===== config.mk =====
export PLATFORM = sky130hd
export DESIGN_NAME = moving_rms_threshold
export DESIGN_NICKNAME = d
export VERILOG_FILES = /design/src/mrt_pkg.sv /design/src/moving_rms_threshold.sv /design/src/mrt_ram.sv /design/src/mrt_sqdiv.sv /design/src/mrt_isqrt.sv
export SDC_FILE = /design/constraint.sdc
export NUM_CORES = 1
export LEC_CHECK = 0
export BUFFER_PORTS_ARGS = -buffer_cell sky130_fd_sc_hd__buf_2
export CORE_ASPECT_RATIO = 0.9
export CORE_MARGIN = 2
export CORE_UTILIZATION = 52
export DETAILED_ROUTE_END_ITERATION = 6
export PLACE_DENSITY = 0.73
export SYNTH_ARGS = -nofsm -noshare
export SYNTH_HDL_FRONTEND = slang
export SYNTH_SLANG_ARGS = --single-unit

===== constraint.sdc =====
create_clock -name clk -period 4.6 [get_ports clk]
set_input_delay 0 -clock clk [delete_from_list [all_inputs] [get_ports clk]]
set_output_delay 0 -clock clk [all_outputs]
set_load 0.005 [all_outputs]

===== src/mrt_pkg.sv =====
// shared widths, defaults and register codes for the moving rms threshold block
// no dependencies
package mrt_pkg;

    // fixed field widths
    localparam int SAMPLE_W   = 16;
    localparam int RMS_W      = 16;
    localparam int THR_W      = 16;

    // configuration port
    localparam int APB_DATA_W = 32;
    localparam int APB_ADDR_W = 3;

    // defaults for the top level parameters
    localparam int WINDOW_DEFAULT      = 10;
    localparam int SAMPLE_BITS_DEFAULT = 16;

    // threshold register reset value
    localparam logic [THR_W-1:0] THRESHOLD_RESET = 16'd5000;

    // register index, taken from paddr[2]
    localparam logic REG_THRESHOLD = 1'b0;

endpackage


===== src/moving_rms_threshold.sv =====
// Moving-window RMS of a light sensor with a low-light flag.
// Input: one 16-bit unsigned sample word per s_axis transfer (tvalid and tready high).
// Output: one word per input on m_axis: tdata is the RMS value, tuser the flag that
// is set when the RMS is strictly below the threshold register.
// Each sample is squared and divided by WINDOW (bit-serial), the quotient replaces
// the oldest ring entry, and the floor square root of the ring sum is produced
// one bit per cycle.
// The serial square, divide and root units work on each sample in turn. One sample
// is in work at a time: a new sample is taken only after the result of the last one
// has moved into the output register, which waits while the output is drained.
// A finished word waits in the output register; the next sample is accepted
// meanwhile, and the block holds its result until the receiver takes the old word.
// Reset clears the ring (through per-entry valid bits), the sum, the write slot
// and the output valid bit, and loads the threshold with 5000. The threshold is
// at APB address 0 and should be written only while no sample is in work.
// Depends on mrt_pkg, mrt_ram, mrt_sqdiv and mrt_isqrt.
module moving_rms_threshold #(
    parameter int WINDOW      = mrt_pkg::WINDOW_DEFAULT,
    parameter int SAMPLE_BITS = mrt_pkg::SAMPLE_BITS_DEFAULT
) (
    input  logic                            clk,
    input  logic                            rst_n,
    // input words
    input  logic                            s_axis_tvalid,
    output logic                            s_axis_tready,
    input  logic [mrt_pkg::SAMPLE_W-1:0]    s_axis_tdata,   // [15:0] light_sample
    // result words
    output logic                            m_axis_tvalid,
    input  logic                            m_axis_tready,
    output logic [mrt_pkg::RMS_W-1:0]       m_axis_tdata,   // [15:0] rms_value
    output logic                            m_axis_tuser,   // [0] below_threshold
    // configuration
    input  logic                            psel,
    input  logic                            penable,
    input  logic                            pwrite,
    input  logic [mrt_pkg::APB_ADDR_W-1:0]  paddr,
    input  logic [mrt_pkg::APB_DATA_W-1:0]  pwdata,
    output logic [mrt_pkg::APB_DATA_W-1:0]  prdata,
    output logic                            pready
);
    import mrt_pkg::*;

    localparam int SW     = (SAMPLE_BITS < SAMPLE_W) ? SAMPLE_BITS : SAMPLE_W;
    localparam int SUM_W  = 2 * SW;
    localparam int SLOT_W = (WINDOW > 1) ? $clog2(WINDOW) : 1;

    typedef enum logic [5:0] {
        ST_IDLE = 6'b000001,
        ST_CALC = 6'b000010,
        ST_SUB  = 6'b000100,
        ST_ADD  = 6'b001000,
        ST_ROOT = 6'b010000,
        ST_OUT  = 6'b100000
    } state_t;

    state_t            state_reg, state_next;
    logic [SUM_W-1:0]  sum_reg, sum_next;
    logic [SLOT_W-1:0] slot_reg, slot_next;
    logic [WINDOW-1:0] valid_reg, valid_next;
    logic [THR_W-1:0]  thr_reg, thr_next;
    logic              out_valid_reg, out_valid_next;
    logic [RMS_W-1:0]  rms_reg, rms_next;
    logic              below_reg, below_next;

    logic              in_accept;
    logic              cfg_write;
    logic              sq_done;
    logic [SUM_W-1:0]  entry;
    logic [SUM_W-1:0]  ram_rdata;
    logic [SUM_W-1:0]  old_entry;
    logic [SUM_W-1:0]  sum_add;
    logic              ring_we;
    logic              rt_start;
    logic              rt_done;
    logic [SW-1:0]     root;
    logic [RMS_W-1:0]  root_ext;
    logic              out_load;

    assign in_accept = s_axis_tvalid && s_axis_tready;
    assign cfg_write = psel && penable && pwrite && pready;

    // square and divide by the window size
    mrt_sqdiv #(
        .SW     (SW),
        .WINDOW (WINDOW)
    ) u_sqdiv (
        .clk    (clk),
        .rst_n  (rst_n),
        .start  (in_accept),
        .sample (s_axis_tdata[SW-1:0]),
        .done   (sq_done),
        .entry  (entry)
    );

    // ring of the most recent quotients
    mrt_ram #(
        .WIDTH (SUM_W),
        .DEPTH (WINDOW)
    ) u_ring (
        .clk   (clk),
        .we    (ring_we),
        .waddr (slot_reg),
        .wdata (entry),
        .raddr (slot_reg),
        .rdata (ram_rdata)
    );

    // entries never written count as zero
    assign old_entry = valid_reg[slot_reg] ? ram_rdata : '0;
    assign sum_add   = sum_reg + entry;
    assign ring_we   = (state_reg == ST_ADD);
    assign rt_start  = (state_reg == ST_ADD);

    // floor square root of the updated sum
    mrt_isqrt #(
        .RT_W (SW)
    ) u_isqrt (
        .clk   (clk),
        .rst_n (rst_n),
        .start (rt_start),
        .value (sum_add),
        .done  (rt_done),
        .root  (root)
    );

    assign root_ext = RMS_W'(root);
    assign out_load = (state_reg == ST_OUT) && (!out_valid_reg || m_axis_tready);

    // item sequencer and ring bookkeeping
    always_comb
    begin
        state_next = state_reg;
        sum_next   = sum_reg;
        slot_next  = slot_reg;
        valid_next = valid_reg;
        unique case (state_reg)
            ST_IDLE:
            begin
                if (in_accept)
                begin
                    state_next = ST_CALC;
                end
            end
            ST_CALC:
            begin
                if (sq_done)
                begin
                    state_next = ST_SUB;
                end
            end
            ST_SUB:
            begin
                sum_next   = sum_reg - old_entry;
                state_next = ST_ADD;
            end
            ST_ADD:
            begin
                sum_next             = sum_add;
                valid_next[slot_reg] = 1'b1;
                slot_next            = (slot_reg == SLOT_W'(WINDOW - 1)) ?
                                       '0 : slot_reg + 1'b1;
                state_next           = ST_ROOT;
            end
            ST_ROOT:
            begin
                if (rt_done)
                begin
                    state_next = ST_OUT;
                end
            end
            ST_OUT:
            begin
                if (out_load)
                begin
                    state_next = ST_IDLE;
                end
            end
            default:
            begin
                state_next = ST_IDLE;
            end
        endcase
    end

    // output register
    always_comb
    begin
        rms_next   = rms_reg;
        below_next = below_reg;
        if (out_load)
        begin
            out_valid_next = 1'b1;
            rms_next       = root_ext;
            below_next     = (root_ext < thr_reg);
        end
        else if (m_axis_tready)
        begin
            out_valid_next = 1'b0;
        end
        else
        begin
            out_valid_next = out_valid_reg;
        end
    end

    // threshold register write
    always_comb
    begin
        thr_next = thr_reg;
        if (cfg_write && (paddr[2] == REG_THRESHOLD))
        begin
            thr_next = pwdata[THR_W-1:0];
        end
    end

    // control and state registers
    always_ff @(posedge clk or negedge rst_n)
    begin
        if (!rst_n)
        begin
            state_reg     <= ST_IDLE;
            sum_reg       <= '0;
            slot_reg      <= '0;
            valid_reg     <= '0;
            thr_reg       <= THRESHOLD_RESET;
            out_valid_reg <= 1'b0;
        end
        else
        begin
            state_reg     <= state_next;
            sum_reg       <= sum_next;
            slot_reg      <= slot_next;
            valid_reg     <= valid_next;
            thr_reg       <= thr_next;
            out_valid_reg <= out_valid_next;
        end
    end

    // result payload
    always_ff @(posedge clk)
    begin
        rms_reg   <= rms_next;
        below_reg <= below_next;
    end

    assign s_axis_tready = (state_reg == ST_IDLE);
    assign m_axis_tvalid = out_valid_reg;
    assign m_axis_tdata  = rms_reg;
    assign m_axis_tuser  = below_reg;

    // register read back
    assign prdata = (paddr[2] == REG_THRESHOLD) ? APB_DATA_W'(thr_reg) : '0;
    assign pready = 1'b1;

endmodule


===== src/mrt_ram.sv =====
// generic single write port ram with registered read
// no dependencies
module mrt_ram #(
    parameter int WIDTH = 32,
    parameter int DEPTH = 16
) (
    input  logic                                  clk,
    input  logic                                  we,
    input  logic [(DEPTH > 1 ? $clog2(DEPTH) : 1)-1:0] waddr,
    input  logic [WIDTH-1:0]                      wdata,
    input  logic [(DEPTH > 1 ? $clog2(DEPTH) : 1)-1:0] raddr,
    output logic [WIDTH-1:0]                      rdata
);

    logic [WIDTH-1:0] mem [DEPTH];
    logic [WIDTH-1:0] rdata_reg;

    // write port and registered read port
    always_ff @(posedge clk)
    begin
        if (we)
        begin
            mem[waddr] <= wdata;
        end
        rdata_reg <= mem[raddr];
    end

    assign rdata = rdata_reg;

endmodule


===== src/mrt_sqdiv.sv =====
// bit-serial square of a sample followed by bit-serial division by the window size
// uses mrt_pkg; one product bit per cycle, then one quotient bit per cycle
module mrt_sqdiv #(
    parameter int SW     = 16,
    parameter int WINDOW = 10
) (
    input  logic            clk,
    input  logic            rst_n,
    input  logic            start,
    input  logic [SW-1:0]   sample,
    output logic            done,
    output logic [2*SW-1:0] entry
);
    import mrt_pkg::*;

    localparam int SQ_W  = 2 * SW;
    localparam int REM_W = (WINDOW > 1) ? $clog2(WINDOW) : 1;
    localparam int CNT_W = $clog2(SQ_W);

    typedef enum logic [3:0] {
        U_IDLE = 4'b0001,
        U_MUL  = 4'b0010,
        U_DIV  = 4'b0100,
        U_DONE = 4'b1000
    } ustate_t;

    ustate_t          state_reg, state_next;
    logic [CNT_W-1:0] cnt_reg, cnt_next;
    logic [SQ_W-1:0]  prod_reg, prod_next;
    logic [SW-1:0]    mcand_reg, mcand_next;
    logic [REM_W-1:0] rem_reg, rem_next;

    logic [SW:0]      mul_sum;
    logic [REM_W:0]   trial;
    logic             ge;

    // shift-add step: add multiplicand into the high half when the low bit is set
    assign mul_sum = {1'b0, prod_reg[SQ_W-1:SW]} + (prod_reg[0] ? {1'b0, mcand_reg} : '0);

    // restoring division step by the constant window size
    assign trial = {rem_reg, prod_reg[SQ_W-1]};
    assign ge    = (trial >= (REM_W+1)'(WINDOW));

    // sequencer
    always_comb
    begin
        state_next = state_reg;
        cnt_next   = cnt_reg;
        prod_next  = prod_reg;
        mcand_next = mcand_reg;
        rem_next   = rem_reg;
        unique case (state_reg)
            U_IDLE:
            begin
                if (start)
                begin
                    prod_next  = {{SW{1'b0}}, sample};
                    mcand_next = sample;
                    cnt_next   = CNT_W'(SW - 1);
                    state_next = U_MUL;
                end
            end
            U_MUL:
            begin
                prod_next = {mul_sum, prod_reg[SW-1:1]};
                if (cnt_reg == '0)
                begin
                    cnt_next   = CNT_W'(SQ_W - 1);
                    rem_next   = '0;
                    state_next = U_DIV;
                end
                else
                begin
                    cnt_next = cnt_reg - 1'b1;
                end
            end
            U_DIV:
            begin
                prod_next = {prod_reg[SQ_W-2:0], ge};
                rem_next  = ge ? REM_W'(trial - (REM_W+1)'(WINDOW)) : trial[REM_W-1:0];
                if (cnt_reg == '0)
                begin
                    state_next = U_DONE;
                end
                else
                begin
                    cnt_next = cnt_reg - 1'b1;
                end
            end
            U_DONE:
            begin
                state_next = U_IDLE;
            end
            default:
            begin
                state_next = U_IDLE;
            end
        endcase
    end

    // control state
    always_ff @(posedge clk or negedge rst_n)
    begin
        if (!rst_n)
        begin
            state_reg <= U_IDLE;
        end
        else
        begin
            state_reg <= state_next;
        end
    end

    // datapath
    always_ff @(posedge clk)
    begin
        cnt_reg   <= cnt_next;
        prod_reg  <= prod_next;
        mcand_reg <= mcand_next;
        rem_reg   <= rem_next;
    end

    assign done  = (state_reg == U_DONE);
    assign entry = prod_reg;

endmodule


===== src/mrt_isqrt.sv =====
// bit-serial floor square root, one root bit per cycle from two operand bits
// uses mrt_pkg; operand width must be even
module mrt_isqrt #(
    parameter int RT_W = 16
) (
    input  logic              clk,
    input  logic              rst_n,
    input  logic              start,
    input  logic [2*RT_W-1:0] value,
    output logic              done,
    output logic [RT_W-1:0]   root
);
    import mrt_pkg::*;

    localparam int VAL_W = 2 * RT_W;
    localparam int CNT_W = $clog2(RT_W);

    typedef enum logic [2:0] {
        Q_IDLE = 3'b001,
        Q_RUN  = 3'b010,
        Q_DONE = 3'b100
    } qstate_t;

    qstate_t          state_reg, state_next;
    logic [CNT_W-1:0] cnt_reg, cnt_next;
    logic [VAL_W-1:0] val_reg, val_next;
    logic [RT_W-1:0]  rem_reg, rem_next;
    logic [RT_W-1:0]  root_reg, root_next;

    logic [RT_W+1:0]  rem_sh;
    logic [RT_W+1:0]  trial;
    logic [RT_W+1:0]  rem_diff;
    logic             ge;

    // bring down the next bit pair and try root*4+1
    assign rem_sh   = {rem_reg, val_reg[VAL_W-1:VAL_W-2]};
    assign trial    = {root_reg, 2'b01};
    assign ge       = (rem_sh >= trial);
    assign rem_diff = rem_sh - trial;

    // sequencer
    always_comb
    begin
        state_next = state_reg;
        cnt_next   = cnt_reg;
        val_next   = val_reg;
        rem_next   = rem_reg;
        root_next  = root_reg;
        unique case (state_reg)
            Q_IDLE:
            begin
                if (start)
                begin
                    val_next   = value;
                    rem_next   = '0;
                    root_next  = '0;
                    cnt_next   = CNT_W'(RT_W - 1);
                    state_next = Q_RUN;
                end
            end
            Q_RUN:
            begin
                val_next  = {val_reg[VAL_W-3:0], 2'b00};
                rem_next  = ge ? rem_diff[RT_W-1:0] : rem_sh[RT_W-1:0];
                root_next = {root_reg[RT_W-2:0], ge};
                if (cnt_reg == '0)
                begin
                    state_next = Q_DONE;
                end
                else
                begin
                    cnt_next = cnt_reg - 1'b1;
                end
            end
            Q_DONE:
            begin
                state_next = Q_IDLE;
            end
            default:
            begin
                state_next = Q_IDLE;
            end
        endcase
    end

    // control state
    always_ff @(posedge clk or negedge rst_n)
    begin
        if (!rst_n)
        begin
            state_reg <= Q_IDLE;
        end
        else
        begin
            state_reg <= state_next;
        end
    end

    // datapath
    always_ff @(posedge clk)
    begin
        cnt_reg  <= cnt_next;
        val_reg  <= val_next;
        rem_reg  <= rem_next;
        root_reg <= root_next;
    end

    assign done = (state_reg == Q_DONE);
    assign root = root_reg;

endmodule


==> metrics.cfg, run 1 <==
[global_routing]
grt_overflow=0
gr-usage-all-layers_pct=24.4
first_global_vias=17600
grt_start_max_net_pins=73
grt_pass1_wl_um=100000
antenna_found_initial=0

[finish]
fin_nets=2390
fin_util_pct=59.5
largest_register=u_ring.mem
largest_reg_flops=320
drive_gt1_share_pct=15.6
synthToLayoutAreaGrowth_pct=13.5
stdcell_area_um2=30700

[timing]
post-route-period-util_pct=93.8
slew_violations=0
hold_viol_final=0
setup_violations=0
tightest_slew_ns=1.07
max_freq_mhz=232
fin_skew_ns=0.0355
rsz0062_at_grt=no
hold_slack_ns=0.102
setup_ws_ns=0.284
slew_headroom_pct=28.1
fin_setup_tns_ns=0
finalCriticalPeriod_ns=4.32

[clocking]
cts.sinks=570
htreeDepth=2
root_buffer=clkbuf_16
clkTransAtPathRegs_ns=0.06
clockBufferDepth=3
post_cts_buffers=0
cts_tree=done
insertion_delay_ns=0.64
numCtsBuffers=57

[logic_synthesis]
synth_warnings=0
syn_area_per_cell_um2=13.0
ys_seq_area_share_pct=60.7
ys_seq_elements=570
synth_edf_count=462
yosys.cell_types.count=78
yosysMostFrequentCell=edfxtp_1
synth_top_area_cell=edfxtp_1
synth_commonest_cells=edfxtp_1, nand2_1, nor2_1, a21oi_1, ha_1
async_reset_ff_share_pct=13.3
synth_top_area_share_pct=51.3
netlist_area_um2=27100
yosys-top-cells-area=edfxtp_1, dfrtp_1, mux4_2
syn_inst=2085
synthFlopType=edfxtp_1

[floorplan]
row_count=79
die_w_um=244
core_um2=51600
die_y_um=220
start_util_pct=52.5
ios=110
dieArea_um2=53900

[drt]
drtAntennaViolNets=0
wl_um=64800
dr_total_vias=17700
via_per_inst=5.98
drcViolationCount=0
wire_per_inst_um=22.0
dr.pass1.iters=5
drtIter0Drc=1515

[placement]
io_buffers=74
preCtsSetupSlack_ns=0.230
place_area_um2=28400
dp_hpwl_um=42000
gp_congestion=0.943

[setup_path]
path_max_fanout=4
cp-start-kind=flip-flop
reg2reg_slack_ns=0.28
reg2regPathDepth=16
critPathKind=flip-flop to flip-flop
crit_required_ns=5.12
r2r_start=slot_reg[0]
r2r-end=sum_reg[26]
worstSetupEndpointType=flip-flop
cp.arrival_ns=4.84

[min_path]
min_path_cells=2
min_path_type=primary input to flip-flop
hp-start=s_axis_tdata[12]
min_to=u_sqdiv.mcand_reg[12]

[power]
power_leakage_uw=0.0118
pwr_density_cell_nw_per_um2=343
peakVddDrop_mv=0.332

[run]
drv_cap=0

[run_status]
status=finished, final reports clean

[cells by family (layout without fill, tap and decap cells)]
group,after synthesis,after routing,synth area share [%]
xor gates and xnor gates,81,81,2.62
adders and majority gates,120,120,5.63
muxes,132,132,8.02
other,2,19,0.0277
AOI/OAI and AO/OA,437,437,10.4
and+or+nand+nor,561,561,9.77
DFF,570,570,60.7
buffers and inverters,182,343,2.81
[cell type report]
| cell class | instances | area (um2) |
|---|---|---|
| Fill cell | 3937 | 20900 |
| Clock buffer | 78 | 1610 |
| Multi-Input combinational cell | 1348 | 10100 |
| Clock inverter | 30 | 332 |
| Tap cell | 688 | 861 |
| Antenna cell | 2 | 5.00 |
| Inverter | 79 | 297 |
| Timing Repair Buffer | 156 | 1110 |
| Sequential cell | 570 | 16400 |
[critical path: stages, from the launching register on]
cell and delay [ns]:
dfrtp_4 0.44, mux4_2 0.49, mux2i_1 0.26, o32ai_4 0.18
and2_1 0.19, ha_1 0.21, fa_1 0.41, nor2b_1 0.18
o31ai_1 0.14, a21oi_2 0.20, o211ai_1 0.18, o31ai_2 0.36
a41oi_1 0.25, or3b_1 0.40, nand4_1 0.10, o211ai_1 0.10
o21ai_1 0.11
[metrics by stage]
step	total power [uW]	cells
global placement	5860	2805
finish	10500	2951
CTS	10600	2949
global route	10800	2949
floorplan	5790	2100
detailed placement	5870	2805
[power by group]
group	total (uW)	switching (uW)	internal, uW
clock	4750	2000	2750
sequential	5570	18.1	5550
combinational	223	115	108
[worst max path at each step]
stage / slack [ns] / from / end
2_1_floorplan: 0.51 / slot_reg[0] / u_ring.mem[9][0]
3_3_place_gp: 0.31 / slot_reg[0] / sum_reg[30]
3_5_place_dp: 0.23 / slot_reg[0] / sum_reg[28]
4_1_cts: 0.19 / slot_reg[0] / sum_reg[28]
5_1_grt: 0.03 / slot_reg[0] / sum_reg[28]
6_report: 0.28 / slot_reg[0] / sum_reg[26]
[cells in the final DEF, fill, tap and decap left out, types with 32 or more instances in the layout]
| cell type | Yosys | layout |
|---|---|---|
| a211oi_1 | 45 | 45 |
| buf_4 | 19 | 44 |
| o21ai_0 | 87 | 87 |
| nor2_1 | 143 | 136 |
| nand2_1 | 190 | 190 |
| xor2_1 | 32 | 32 |
| xnor2_1 | 49 | 49 |
| mux2i_1 | 46 | 46 |
| inv_1 | 79 | 78 |
| clkbuf_16 | 0 | 59 |
| a21oi_1 | 117 | 116 |
| edfxtp_1 | 462 | 462 |
| dfxtp_1 | 32 | 32 |
| dfrtp_1 | 68 | 64 |
| nor2b_1 | 50 | 50 |
| mux4_2 | 66 | 66 |
| ha_1 | 117 | 117 |
| buf_2 | 5 | 73 |
| dlygate4sd3_1 | 0 | 36 |
[per-layer routing]
metal | wire length, um | global-route usage (%) | part of all wire (%)
met5 | 0 | 0 | 0
met4 | 1940 | 8.76 | 3.0
met1 | 27600 | 34.3 | 43
met2 | 30200 | 39.1 | 47
met3 | 5110 | 3.60 | 7.9
[what timing repair did]
item / CTS / global route
hold endpoints to repair: 123 / 0
resized for setup: 0 / 2
endpoints found under the setup margin: 0 / 3
hold buffers: 36 / 0
(Power assumes the default switching activity.)
==> run 2, diff against run 1 <==
Settings changed: ABC_AREA set to 1.
==> run 2 against run 1 <==
  * Largest power group is now combinational cells
  * Combinational power rose to 37 times the previous value
  * Sequential power rose by 41%
  * Core utilization fell by 0.74 points
  * Power rose by 98%
  * Clock-buffer cell count fell by 3
  * Fmax rose by 22%
  * Clock power barely moved
  * Highest routed layer unchanged
  * Critical endpoint is now sum_reg[22]
  * Worst setup slack improved by 0.79 ns
==> metrics.cfg, run 2 <==
[logic_synthesis]
synthFlopType=edfxtp_1
synth_top_area_cell=edfxtp_1
yosysMostFrequentCell=nand2_1
synth_warnings=0
synth_top_area_share_pct=48.8
ys_seq_area_share_pct=57.8
ys_seq_elements=570
syn_area_per_cell_um2=9.71
netlist_area_um2=28400
syn_inst=2927
yosys-top-cells-area=edfxtp_1, nand2_1, dfrtp_1
async_reset_ff_share_pct=13.3
synth_edf_count=462
synth_commonest_cells=nand2_1, edfxtp_1, inv_1, nor2_1, a22oi_1
yosys.cell_types.count=59

[timing]
tightest_slew_ns=1.26
setup_violations=0
fin_setup_tns_ns=0
slew_violations=0
fin_skew_ns=0.0429
slew_headroom_pct=15.9
rsz0062_at_grt=no
post-route-period-util_pct=76.7
setup_ws_ns=1.07
hold_viol_final=0
finalCriticalPeriod_ns=3.53
max_freq_mhz=284

[finish]
largest_reg_flops=320
final_common_cell=nand2_1
num_antenna_cells=0
drive_gt1_share_pct=9.35
final_cell_mix=nand2_1, edfxtp_1, inv_1, nor2_1, a22oi_1
final_cells=3796
largest_register=u_ring.mem
fillCellCount=4507
synthToLayoutAreaGrowth_pct=12.1
stdcell_area_um2=31900
fin_nets=3221

[placement]
gp_congestion=0.952
dp_hpwl_um=50000
io_buffers=74
preCtsSetupSlack_ns=1.10
place_area_um2=29600
placed_cells=3652

[clocking]
clockBufferDepth=3
insertion_delay_ns=0.65
htreeDepth=2
cts.sinks=570
cts_hold_buf=37
post_cts_buffers=0
cts_tree=done
root_buffer=clkbuf_16
cts_resized=0
numCtsBuffers=57
clkTransAtPathRegs_ns=0.06

[drt]
drtIter0Drc=2041
drcViolationCount=0
dr.pass1.iters=5
via_per_inst=5.63
dr_total_vias=21400
wire_per_inst_um=19.5
wl_um=73800
drtAntennaViolNets=0

[run]
drv_cap=0

[setup_path]
r2r_start=slot_reg[0]
worstSetupEndpointType=flip-flop
critPathKind=flip-flop to flip-flop
cp-start-kind=flip-flop
crit_required_ns=5.10
crit_family=simple AND/OR/NAND/NOR gates
slowest_stage=dfrtp_1
path_max_fanout=33
critPathMaxStageDelay_ns=0.65
reg2reg_slack_ns=1.07
reg2regPathDepth=26
path_buf_inv=4
r2r-end=sum_reg[22]
cp.arrival_ns=4.03
cpMostUsedCell=nand2_1

[power]
peakVddDrop_mv=0.464
power_leakage_uw=0.0136
pwr_density_cell_nw_per_um2=655

[floorplan]
die_y_um=226
ios=110
core_um2=54200
dieArea_um2=56600
start_util_pct=52.4
row_count=81
die_w_um=250

[run_status]
status=finished, final reports clean

[global_routing]
grt_pass1_wl_um=115000
antenna_found_initial=2
grt_overflow=0
first_global_vias=20900
grt_start_max_net_pins=65
gr-usage-all-layers_pct=26.1

[min_path]
min_path_cells=2
min_path_type=primary input to flip-flop
hp-start=s_axis_tdata[1]
min_to=u_sqdiv.mcand_reg[1]

==> run 2: stage by stage <==
stage	power [uW]	hold WS, ns	utilization (%)
2_1_floorplan	13400	-0.296	-
3_3_place_gp	15800	-0.0952	54.5
3_5_place_dp	16000	-0.0922	54.5
4_1_cts	20800	0.0610	58.8
5_1_grt	22300	0.0931	58.8
6_report	20900	0.0938	58.8
==> run 2: layer usage <==
metal,track usage (%),share of wire [%]
met1,38.3,46
met5,0,0
met2,40.6,44
met4,8.21,2.5
met3,3.47,7.4
==> run 2: worst max-delay path by stage <==
| stage | slack [ns] | to | startpoint | depth (start not counted) |
|---|---|---|---|---|
| after floorplan | 1.60 | u_isqrt.rem_reg[0] | state_reg[1] | 6 |
| after global placement | 1.21 | sum_reg[30] | slot_reg[0] | 26 |
| after detailed placement | 1.10 | sum_reg[22] | slot_reg[0] | 26 |
| after CTS | 1.08 | sum_reg[22] | slot_reg[0] | 26 |
| after global routing | 0.64 | sum_reg[22] | slot_reg[0] | 26 |
| final | 1.07 | sum_reg[22] | slot_reg[0] | 26 |
==> run 2: cell families after synthesis <==
logic type	count (synthesis)	share of synthesized area, %
compound gates	466	10.7
xor+xnor	35	1.08
fa+ha+maj	120	5.36
buf+inv	410	6.05
flops	570	57.8
other cells	2	0.0264
simple gates	1324	19.0
==> run 2: worst reg2reg max path: stages (launching register included) <==
cell	delay, ns
dfrtp_1	0.65
inv_1	0.15
nand2_1	0.09
nand2_1	0.05
nand2_1	0.05
nand2_1	0.05
nand2_1	0.09
nand3_2	0.07
buf_4	0.24
nand2_1	0.10
inv_1	0.05
ha_1	0.20
fa_1	0.40
inv_1	0.11
nand3_1	0.07
nand3_1	0.16
nand2_1	0.09
nand2_1	0.12
nand2_1	0.07
nand2_1	0.15
nand2_1	0.09
nand2_1	0.07
nand2_1	0.05
nand3_1	0.07
nand2_1	0.05
nand2_1	0.05
nand2_1	0.05
==> run 2: cell type report <==
type,count,area (um2),area share [%]
timing repair buffer,146,1020,3.20
clock buffer,75,1530,4.81
sequential,570,16400,51.5
clock inverter,32,414,1.30
inverter,306,1150,3.60
multi-input combinational,1962,10400,32.8
tap,705,882,2.77
==> run 2: report_power, final <==
group / switching (uW) / leakage, uW / total, uW / internal [uW]
Combinational: 5530 / 0.00722 / 8280 / 2740
Sequential: 1010 / 0.00542 / 7830 / 6820
Clock: 2010 / 0.000940 / 4770 / 2760
Total: 8550 / 0.0136 / 20900 / 12300
